[src/hw/rtl/hcs_pkg.sv]
package hcs_pkg;

  localparam int MAX_VERTICES = 16;
  localparam int VTX_W        = 4;
  localparam int CNT_W        = 5;
  localparam int ROW_W        = 16;
  localparam int PADDR_W      = 4;
  localparam int PDATA_W      = 32;
  localparam int REG_IDX_W    = 2;

  localparam logic [CNT_W-1:0]     VC_RESET         = 5'd4;
  localparam logic [REG_IDX_W-1:0] REG_VERTEX_COUNT = 2'd0;

  typedef struct packed {
    logic             found;
    logic [VTX_W-1:0] vertex;
    logic             last;
  } hcs_res_t;

endpackage

[src/hw/rtl/hcs_req_if.sv]
interface hcs_req_if import hcs_pkg::*; ();
  logic             valid;
  logic             ready;
  logic [VTX_W-1:0] row_index;
  logic [ROW_W-1:0] row_bits;

  modport source (output valid, output row_index, output row_bits, input ready);
  modport sink (input valid, input row_index, input row_bits, output ready);
endinterface

[src/hw/rtl/hcs_res_if.sv]
interface hcs_res_if import hcs_pkg::*; ();
  logic             valid;
  logic             ready;
  logic             found;
  logic [VTX_W-1:0] vertex;
  logic             last;

  modport source (output valid, output found, output vertex, output last, input ready);
  modport sink (input valid, input found, input vertex, input last, output ready);
endinterface

[src/hw/rtl/hcs_cfg_regs.sv]
module hcs_cfg_regs import hcs_pkg::*; (
  input  logic               clk_i,
  input  logic               rst_ni,
  input  logic               psel,
  input  logic               penable,
  input  logic               pwrite,
  input  logic [PADDR_W-1:0] paddr,
  input  logic [PDATA_W-1:0] pwdata,
  output logic [PDATA_W-1:0] prdata,
  output logic               pready,
  output logic [CNT_W-1:0]   n_o
);

  logic [CNT_W-1:0]     vc_q, vc_d;
  logic [REG_IDX_W-1:0] reg_idx;
  logic                 wr_en;

  assign reg_idx = paddr[PADDR_W-1:2];
  assign pready  = 1'b1;
  assign wr_en   = psel && penable && pwrite && (reg_idx == REG_VERTEX_COUNT);

  always_comb begin
    vc_d = vc_q;
    if (wr_en) begin
      vc_d = pwdata[CNT_W-1:0];
    end
  end

  always_ff @(posedge clk_i or negedge rst_ni) begin
    if (!rst_ni) begin
      vc_q <= VC_RESET;
    end else begin
      vc_q <= vc_d;
    end
  end

  always_comb begin
    prdata = '0;
    if (reg_idx == REG_VERTEX_COUNT) begin
      prdata = PDATA_W'(vc_q);
    end
  end

  // clamp to 1..MAX_VERTICES
  always_comb begin
    n_o = vc_q;
    if (vc_q == '0) begin
      n_o = CNT_W'(1);
    end else if (vc_q > CNT_W'(MAX_VERTICES)) begin
      n_o = CNT_W'(MAX_VERTICES);
    end
  end

endmodule

[src/hw/rtl/hcs_result_reg.sv]
module hcs_result_reg import hcs_pkg::*; (
  input  logic     clk_i,
  input  logic     rst_ni,
  input  logic     res_valid_i,
  input  hcs_res_t res_i,
  output logic     res_ready_o,
  hcs_res_if.source res_o
);

  logic     valid_q, valid_d;
  hcs_res_t data_q;

  assign res_ready_o = !valid_q || res_o.ready;

  always_comb begin
    valid_d = valid_q;
    if (res_ready_o) begin
      valid_d = res_valid_i;
    end
  end

  always_ff @(posedge clk_i or negedge rst_ni) begin
    if (!rst_ni) begin
      valid_q <= 1'b0;
    end else begin
      valid_q <= valid_d;
    end
  end

  always_ff @(posedge clk_i) begin
    if (res_ready_o && res_valid_i) begin
      data_q <= res_i;
    end
  end

  assign res_o.valid  = valid_q;
  assign res_o.found  = data_q.found;
  assign res_o.vertex = data_q.vertex;
  assign res_o.last   = data_q.last;

endmodule

[src/hw/rtl/hcs_search_core.sv]
module hcs_search_core import hcs_pkg::*; (
  input  logic             clk_i,
  input  logic             rst_ni,
  input  logic [CNT_W-1:0] n_i,
  hcs_req_if.sink          req_i,
  output logic             res_valid_o,
  output hcs_res_t         res_o,
  input  logic             res_ready_i
);

  localparam logic [2:0] ST_IDLE   = 3'd0;
  localparam logic [2:0] ST_ADJ_RD = 3'd1;
  localparam logic [2:0] ST_EVAL   = 3'd2;
  localparam logic [2:0] ST_POP    = 3'd3;
  localparam logic [2:0] ST_OUT_RD = 3'd4;
  localparam logic [2:0] ST_OUT_LD = 3'd5;
  localparam logic [2:0] ST_FAIL   = 3'd6;

  logic [2:0]       state_q, state_d;
  logic [CNT_W-1:0] depth_q, depth_d;
  logic [ROW_W-1:0] used_q, used_d;
  logic [CNT_W-1:0] start_q, start_d;
  logic [VTX_W-1:0] top_q, top_d;
  logic [CNT_W-1:0] idx_q, idx_d;

  logic [ROW_W-1:0] adj_mem [MAX_VERTICES];
  logic             adj_we, adj_re;
  logic [ROW_W-1:0] adj_rdata_q;

  logic [VTX_W-1:0] stk_mem [MAX_VERTICES];
  logic             stk_we, stk_re;
  logic [VTX_W-1:0] stk_waddr, stk_wdata, stk_raddr;
  logic [VTX_W-1:0] stk_rdata_q;

  logic             req_fire;
  logic [CNT_W-1:0] n_m1;
  logic [CNT_W-1:0] depth_m2;
  logic [ROW_W-1:0] cand;
  logic [VTX_W-1:0] pick;
  logic             idx_last;

  assign req_i.ready = (state_q == ST_IDLE);
  assign req_fire    = req_i.valid && req_i.ready;
  assign n_m1        = n_i - CNT_W'(1);
  assign depth_m2    = depth_q - CNT_W'(2);
  assign idx_last    = (idx_q == n_i);

  always_ff @(posedge clk_i) begin
    if (adj_we) begin
      adj_mem[req_i.row_index] <= req_i.row_bits;
    end
    if (adj_re) begin
      adj_rdata_q <= adj_mem[top_q];
    end
  end

  always_ff @(posedge clk_i) begin
    if (stk_we) begin
      stk_mem[stk_waddr] <= stk_wdata;
    end
    if (stk_re) begin
      stk_rdata_q <= stk_mem[stk_raddr];
    end
  end

  always_comb begin
    for (int j = 0; j < MAX_VERTICES; j++) begin
      cand[j] = adj_rdata_q[j] && !used_q[j] &&
                (CNT_W'(j) >= start_q) && (CNT_W'(j) < n_i);
    end
  end

  always_comb begin
    pick = '0;
    for (int j = MAX_VERTICES - 1; j >= 0; j--) begin
      if (cand[j]) begin
        pick = VTX_W'(j);
      end
    end
  end

  always_comb begin
    state_d     = state_q;
    depth_d     = depth_q;
    used_d      = used_q;
    start_d     = start_q;
    top_d       = top_q;
    idx_d       = idx_q;
    adj_we      = 1'b0;
    adj_re      = 1'b0;
    stk_we      = 1'b0;
    stk_re      = 1'b0;
    stk_waddr   = depth_q[VTX_W-1:0];
    stk_wdata   = pick;
    stk_raddr   = depth_m2[VTX_W-1:0];
    res_valid_o = 1'b0;
    res_o       = '0;

    case (state_q)
      ST_IDLE: begin
        if (req_fire) begin
          adj_we = 1'b1;
          if (req_i.row_index == n_m1[VTX_W-1:0]) begin
            stk_we    = 1'b1;
            stk_waddr = '0;
            stk_wdata = '0;
            used_d    = ROW_W'(1);
            depth_d   = CNT_W'(1);
            top_d     = '0;
            start_d   = CNT_W'(1);
            state_d   = ST_ADJ_RD;
          end
        end
      end
      ST_ADJ_RD: begin
        adj_re  = 1'b1;
        state_d = ST_EVAL;
      end
      ST_EVAL: begin
        if (depth_q == n_i && adj_rdata_q[0]) begin
          depth_d = '0;
          used_d  = '0;
          idx_d   = '0;
          state_d = ST_OUT_RD;
        end else if (depth_q != n_i && cand != '0) begin
          // advance
          stk_we  = 1'b1;
          used_d  = used_q | (ROW_W'(1) << pick);
          depth_d = depth_q + CNT_W'(1);
          top_d   = pick;
          start_d = CNT_W'(1);
          state_d = ST_ADJ_RD;
        end else if (depth_q == CNT_W'(1)) begin
          depth_d = '0;
          used_d  = '0;
          state_d = ST_FAIL;
        end else begin
          // backtrack
          depth_d = depth_q - CNT_W'(1);
          start_d = CNT_W'(top_q) + CNT_W'(1);
          used_d  = used_q & ~(ROW_W'(1) << top_q);
          stk_re  = 1'b1;
          state_d = ST_POP;
        end
      end
      ST_POP: begin
        top_d   = stk_rdata_q;
        state_d = ST_ADJ_RD;
      end
      ST_OUT_RD: begin
        stk_re    = 1'b1;
        stk_raddr = idx_last ? '0 : idx_q[VTX_W-1:0];
        state_d   = ST_OUT_LD;
      end
      ST_OUT_LD: begin
        res_valid_o  = 1'b1;
        res_o.found  = 1'b1;
        res_o.vertex = stk_rdata_q;
        res_o.last   = idx_last;
        if (res_ready_i) begin
          if (idx_last) begin
            state_d = ST_IDLE;
          end else begin
            idx_d   = idx_q + CNT_W'(1);
            state_d = ST_OUT_RD;
          end
        end
      end
      ST_FAIL: begin
        res_valid_o = 1'b1;
        res_o.last  = 1'b1;
        if (res_ready_i) begin
          state_d = ST_IDLE;
        end
      end
      default: begin
        state_d = ST_IDLE;
      end
    endcase
  end

  always_ff @(posedge clk_i or negedge rst_ni) begin
    if (!rst_ni) begin
      state_q <= ST_IDLE;
      depth_q <= '0;
      used_q  <= '0;
      start_q <= '0;
      top_q   <= '0;
      idx_q   <= '0;
    end else begin
      state_q <= state_d;
      depth_q <= depth_d;
      used_q  <= used_d;
      start_q <= start_d;
      top_q   <= top_d;
      idx_q   <= idx_d;
    end
  end

endmodule

[src/hw/rtl/hamiltonian_cycle_search.sv]
// Hamiltonian cycle search. Each request on req_i writes one adjacency row, one per
// cycle while req_i.ready is high. The request that writes row vertex_count-1 starts
// a depth-first backtracking search from vertex 0 that runs out of an adjacency RAM
// and a path-stack RAM, both with registered reads; req_i.ready stays low until the
// whole answer has been handed to the result register. Each step deeper passes
// through an adjacency read and a candidate evaluation, and each step back through
// evaluation, stack read and adjacency read, so the search time depends on the
// graph. A found cycle is delivered as vertex_count+1 results, each through a stack
// read and a load, the path followed by vertex 0 with last set; no cycle gives one
// result with found low and last set. The next row request is taken while the final
// result still waits in the result register. Write vertex_count (byte address 0)
// only while the block is idle; values are clamped to 1..16.
module hamiltonian_cycle_search import hcs_pkg::*; (
  input  logic               clk_i,
  input  logic               rst_ni,
  hcs_req_if.sink            req_i,
  hcs_res_if.source          res_o,
  input  logic               psel,
  input  logic               penable,
  input  logic               pwrite,
  input  logic [PADDR_W-1:0] paddr,
  input  logic [PDATA_W-1:0] pwdata,
  output logic [PDATA_W-1:0] prdata,
  output logic               pready
);

  logic [CNT_W-1:0] n_eff;
  logic             core_valid;
  hcs_res_t         core_res;
  logic             core_ready;

  hcs_cfg_regs u_cfg (
    .clk_i   (clk_i),
    .rst_ni  (rst_ni),
    .psel    (psel),
    .penable (penable),
    .pwrite  (pwrite),
    .paddr   (paddr),
    .pwdata  (pwdata),
    .prdata  (prdata),
    .pready  (pready),
    .n_o     (n_eff)
  );

  hcs_search_core u_core (
    .clk_i       (clk_i),
    .rst_ni      (rst_ni),
    .n_i         (n_eff),
    .req_i       (req_i),
    .res_valid_o (core_valid),
    .res_o       (core_res),
    .res_ready_i (core_ready)
  );

  hcs_result_reg u_res (
    .clk_i       (clk_i),
    .rst_ni      (rst_ni),
    .res_valid_i (core_valid),
    .res_i       (core_res),
    .res_ready_o (core_ready),
    .res_o       (res_o)
  );

endmodule
[src/flat_wrapper.sv]
// flat-port wrapper written by rule: the top's interface ports become plain ports
module hamiltonian_cycle_search_flat import hcs_pkg::*;
  (clk_i, rst_ni, psel, penable, pwrite, paddr, pwdata, prdata, pready, req_i_valid, req_i_row_index, req_i_row_bits, req_i_ready, res_o_valid, res_o_found, res_o_vertex, res_o_last, res_o_ready);
  hcs_req_if req_i_i ();
  hcs_res_if res_o_i ();
  input  logic clk_i;
  input  logic rst_ni;
  input  logic psel;
  input  logic penable;
  input  logic pwrite;
  input  logic [PADDR_W-1:0] paddr;
  input  logic [PDATA_W-1:0] pwdata;
  output logic [PDATA_W-1:0] prdata;
  output logic pready;
  input wire logic [$bits(req_i_i.valid)-1:0] req_i_valid;
  input wire logic [$bits(req_i_i.row_index)-1:0] req_i_row_index;
  input wire logic [$bits(req_i_i.row_bits)-1:0] req_i_row_bits;
  output wire logic [$bits(req_i_i.ready)-1:0] req_i_ready;
  output wire logic [$bits(res_o_i.valid)-1:0] res_o_valid;
  output wire logic [$bits(res_o_i.found)-1:0] res_o_found;
  output wire logic [$bits(res_o_i.vertex)-1:0] res_o_vertex;
  output wire logic [$bits(res_o_i.last)-1:0] res_o_last;
  input wire logic [$bits(res_o_i.ready)-1:0] res_o_ready;
  assign req_i_i.valid = req_i_valid;
  assign req_i_i.row_index = req_i_row_index;
  assign req_i_i.row_bits = req_i_row_bits;
  assign req_i_ready = req_i_i.ready;
  assign res_o_valid = res_o_i.valid;
  assign res_o_found = res_o_i.found;
  assign res_o_vertex = res_o_i.vertex;
  assign res_o_last = res_o_i.last;
  assign res_o_i.ready = res_o_ready;
  hamiltonian_cycle_search u_core (.clk_i(clk_i), .rst_ni(rst_ni), .req_i(req_i_i), .res_o(res_o_i), .psel(psel), .penable(penable), .pwrite(pwrite), .paddr(paddr), .pwdata(pwdata), .prdata(prdata), .pready(pready));
endmodule
[config.mk]
export PLATFORM = sky130hd
export DESIGN_NAME = hamiltonian_cycle_search_flat
export DESIGN_NICKNAME = d
export VERILOG_FILES = /design/src/hw/rtl/hcs_pkg.sv /design/src/hw/rtl/hcs_req_if.sv /design/src/hw/rtl/hcs_res_if.sv /design/src/hw/rtl/hcs_cfg_regs.sv /design/src/hw/rtl/hcs_result_reg.sv /design/src/hw/rtl/hcs_search_core.sv /design/src/hw/rtl/hamiltonian_cycle_search.sv /design/src/flat_wrapper.sv
export SDC_FILE = /design/constraint.sdc
export NUM_CORES = 1
export LEC_CHECK = 0
export ABC_AREA = 0
export BUFFER_PORTS_ARGS = -buffer_cell sky130_fd_sc_hd__buf_2
export CORE_ASPECT_RATIO = 1.75
export CORE_MARGIN = 3
export CORE_UTILIZATION = 40
export CTS_BUF_LIST = sky130_fd_sc_hd__clkbuf_16
export CTS_CLUSTER_DIAMETER = 120
export CTS_CLUSTER_SIZE = 8
export DETAILED_ROUTE_END_ITERATION = 12
export PLACE_DENSITY = 0.59
export SKIP_CTS_REPAIR_TIMING = 1
export SYNTH_ARGS = -nofsm -noshare
export SYNTH_HDL_FRONTEND = slang
export SYNTH_HIERARCHICAL = 1
export SYNTH_SLANG_ARGS = --single-unit
[constraint.sdc]
create_clock -name clk_i -period 9.5 [get_ports clk_i]
set_input_delay 0.475 -clock clk_i [delete_from_list [all_inputs] [get_ports clk_i]]
set_output_delay 0.475 -clock clk_i [all_outputs]
set_load 0.02 [all_outputs]
==> flow_results.org <==
** Routing
- For this run, design rule violations remaining after detail routing come to 0.
- After detailed routing, the total wire length is 40970 um.
- Wirelength per Cell :: approximately 24 um
- Average via count per standard cell :: 5.514
- In this run, the number of DRC markers left after iteration 0 of detailed routing was 701.
- For this run, the detailed router's first-pass iteration total came to 8.
- Vias post-DR :: between 9000 and 10000
- Post-DRT Antenna Nets :: 0

** Critical path
- Register-to-Register Path Depth :: 8
- Of all nets on the critical path, the largest fanout is 20.
- The worst setup path is launched from a register.
- In this run the register-to-register setup slack is 5.05 ns.
- Kind of capture point of the worst setup path :: register
- Reg-to-reg endpoint :: u_core/u_core/stk_mem[8][1]
- Required time worst endpoint :: about 9.7 ns
- The worst setup path is of the register to register kind.
- For the worst setup path, the data arrival time is 4.65 ns.
- Critical R2R Launch :: u_core/u_cfg/vc_q[4]

** Logic synthesis
- The mapped netlist covers 0.01729 mm2.
- Synthesis instantiated between 90 and 100 different standard cells from the library.
- In the synthesized netlist, the number of instances is 1061.
- Commonest register cell after synthesis :: sky130_fd_sc_hd__edfxtp_1
- Of the synthesized area, sequential elements account for 66.48%.
- Post-Syn Area per Cell :: 16.29 um2
- The Yosys step of the flow raised 6 warnings.
- Post-synth EDFFs :: 346
- Dominant cell type by area after synthesis :: sky130_fd_sc_hd__edfxtp_1
- Async SR Flop Fraction :: 11.28%
- In this run the biggest area consumer among cell types represents 60.10% of the synthesized area.
- Flops & latches, synth :: 390
- Top post-synthesis cells by area :: sky130_fd_sc_hd__edfxtp_1, sky130_fd_sc_hd__mux4_2, sky130_fd_sc_hd__dfrtp_1

** Global routing
- Overall Global Routing Usage :: 18.00%
- The number of global-route vias before repair was 10160.
- Grt total ovfl :: 0
- First-pass GRT wire length :: 61290 um
- Number of antenna violations at the first check in global routing :: 2
- Pin count of the biggest net entering global routing :: 51

** STA
- Endpoints failing setup :: 0
- The hold violation total from the final report was 0.
- For the finished layout, the period the worst path requires is 4.453 ns.
- Across the routed clock network, the largest skew measured is approximately 0.032 ns.
- Maximum achievable frequency :: 0.2246 GHz
- Setup repair after global routing left no endpoint under its margin.
- Least-Margin Pin Slew :: 1.142 ns
- The worst pin sits at a relative slew slack of 23.58%.
- The final count of pins violating max slew came to 0.
- Total Negative Setup Slacks :: 0 ns
- Period Utilization, post-route :: a little under half

** Power and ir drop
- Sequential cell fraction of total power :: 39.0%
- IR analysis of the VDD net gives a maximum drop of 0.0001507 V.
- Summing internal, switching and leakage power gives 5.896 mW.
- For this design the static power due to leakage is 6.924 nW.
- Net switching is 33.92% of the power.
- Power density cells :: about 300 mW/mm2
- Combinational Power Share :: 32.1%
- The clock network is responsible for a little under 30% of the overall power.
- In this run the power spent charging and discharging nets is between 2 and 2.5 mW.
- Cell internal pwr :: between 3 and 4 mW

** Clock tree
- The longest clock path from root to sink contains 3 buffers.
- Post-CTS clock slew at the launch and capture registers of the worst setup and hold paths :: 0.06 ns
- H-tree Lvls :: 2
- Clock tree from TritonCTS :: done
- Worst skew pair latency :: around 0.59 ns
- Clock tree synthesis found a total of 390 sinks.
- The root buffer cell chosen for the clock tree is sky130_fd_sc_hd__clkbuf_16.
- Number of buffers inserted during clock tree synthesis :: 54

** Layout
- The count of cells in the finished layout, fillers not included, comes to 1735.
- Final instance area :: 0.01971 mm2
- In the final layout, the share of cells above drive strength 1 is about 24%.
- After filler insertion, the fill cell instance count of the layout stands at 3682.
- 0 antenna diodes ended up in the layout.
- Layout Nets :: 1218
- Layout area overhead :: 14.02%

** Place
- The number of placed instances, taps included, is between 1500 and 2000.
- Half-perimeter wire length of the detailed placement result :: ~26000 um
- The congestion estimate from routability-driven global placement came to slightly above 0.9.
- In this run the cell area measured after placement is 0.01817 mm2.
- Buffers placed on the I/O ports in this run total 46.

** Floorplanning
- X dimension of the die :: about 160 um
- Die area :: 0.04585 mm2
- Core area :: 0.04267 mm2
- Initial Util :: 40.52%
- Row cnt :: 100
- I/O pin cnt :: roughly 100
- Die outline height :: 281.0 um

** Flow run
- Number of max-cap violations :: 0

** Run status
- The run finished with clean final reports.

** Worst hold path
- Type of the tightest min-delay check :: input port to async pin
cell families (layout without fill, tap and decap cells):
| logic type | after synthesis | count (layout) | share of synthesized area, % |
|---|---|---|---|
| AO/OA/AOI/OAI | 142 | 142 | 6.152 |
| XOR/XNOR | 20 | 20 | 1.093 |
| adder cells (fa/ha/maj) | 14 | 14 | 1.013 |
| buffers and inverters | 105 | 192 | 3.127 |
| flip-flops | 390 | 390 | 66.48 |
| multiplexers | 147 | 147 | 14.34 |
| other | 2 | 28 | 0.04344 |
| AND/OR/NAND/NOR | 241 | 241 | 7.759 |
power by group through the flow:
stage                     Sequential, mW  Combinational [mW]  Clock (mW)
after floorplan                     2.19                1.45           0
after global placement              2.33                1.88           0
after detailed placement            2.33                1.90           0
after CTS                           2.30                1.91        1.75
after global routing                2.32                2.04        1.82
final                               2.30                1.89        1.71
sequential cells by signal, summed over array words and instances (netlist names), 4 cells and up:
signal / cells
u_core/u_core/stk_mem: 64
u_core/u_core/idx_q: 5
u_core/u_core/stk_rdata_q: 4
u_core/u_core/adj_mem: 256
u_core/u_cfg/vc_q: 5
u_core/u_core/used_q: 16
u_core/u_core/depth_q: 5
u_core/u_core/start_q: 5
u_core/u_core/adj_rdata_q: 16
u_core/u_res/res_o.vertex: 4
u_core/u_core/top_q: 4
how the worst max path moves through the flow:
stage / startpoint / end / slack, ns / depth (start not counted)
after global routing: u_core/u_cfg/vc_q[4] / u_core/u_core/stk_mem[0][2] / 4.77 / 8
after detailed placement: u_core/u_cfg/vc_q[4] / u_core/u_core/stk_mem[8][1] / 5.11 / 8
after CTS: u_core/u_cfg/vc_q[4] / u_core/u_core/stk_mem[8][1] / 5.07 / 8
final: u_core/u_cfg/vc_q[4] / u_core/u_core/stk_mem[8][1] / 5.05 / 8
after floorplan: u_core/u_core/state_q[0] / u_core/u_core/adj_mem[0][0] / 6.26 / 4
after global placement: u_core/u_cfg/vc_q[4] / u_core/u_core/stk_mem[8][1] / 5.09 / 8
worst max-delay path: stages, from the launching register on:
cell and delay, ns:
sky130_fd_sc_hd__dfrtp_1 0.67, sky130_fd_sc_hd__nor2_1 1.01, sky130_fd_sc_hd__or3b_1 0.37, sky130_fd_sc_hd__o2111ai_1 0.18, sky130_fd_sc_hd__o21ba_2 0.27, sky130_fd_sc_hd__and4_1 0.29
sky130_fd_sc_hd__a21oi_2 0.45, sky130_fd_sc_hd__nand3_1 0.27, sky130_fd_sc_hd__nor3_1 0.54
layer usage:
metal | wire length, um | up-vias | global-route usage, %
li1 | - | 4294 | -
met1 | 14400 | 4866 | 19.21
met2 | 23110 | 285 | 34.45
met3 | 1609 | 118 | 2.684
met4 | 1824 | 4 | 8.140
met5 | 24 | - | 0
synthesized netlist by cell type, drive strengths merged, types with 9 or more instances:
library cell	count
nand2b	10
dfrtp	43
or2	11
buf	48
xor2	10
nand2	39
nand3	24
edfxtp	346
nor2	65
nor2b	9
and2	16
o21ai	25
mux4	80
clkbuf	32
mux2i	62
inv	25
nor3	22
xnor2	9
a21oi	29
ha	14
layout by cell type (no fill, tap or decap), types with 20 or more instances in the layout:
cell type / n
sky130_fd_sc_hd__dfrtp_1: 41
sky130_fd_sc_hd__buf_4: 32
sky130_fd_sc_hd__mux2i_1: 62
sky130_fd_sc_hd__inv_1: 55
sky130_fd_sc_hd__o21ai_0: 20
sky130_fd_sc_hd__edfxtp_1: 346
sky130_fd_sc_hd__clkbuf_16: 54
sky130_fd_sc_hd__buf_2: 46
sky130_fd_sc_hd__conb_1: 28
sky130_fd_sc_hd__a21oi_1: 27
sky130_fd_sc_hd__nand2_1: 39
sky130_fd_sc_hd__mux4_2: 80
sky130_fd_sc_hd__nand3_1: 24
sky130_fd_sc_hd__nor2_1: 52
per-stage QoR:
step                      utilization, %  hold WS [ns]  setup WS (ns)
final                              46.20      0.001530          5.047
after global placement             42.59        0.4773          5.087
after CTS                          46.20      0.008005          5.073
after detailed placement           42.59        0.4823          5.111
after global routing               46.20       0.03310          4.774
after floorplan                        -        0.1794          6.260
final cells by class:
class	instances	area [um2]	share of cell area (%)
clock inverter	35	188.9	0.9585
inverter	25	93.84	0.4761
multi-input combinational	592	5408	27.43
timing repair buffer	78	470.5	2.387
sequential	390	11500	58.33
tap	561	701.9	3.561
clock buffer	54	1351	6.855
No activity file was read; power rests on OpenSTA's default activity.
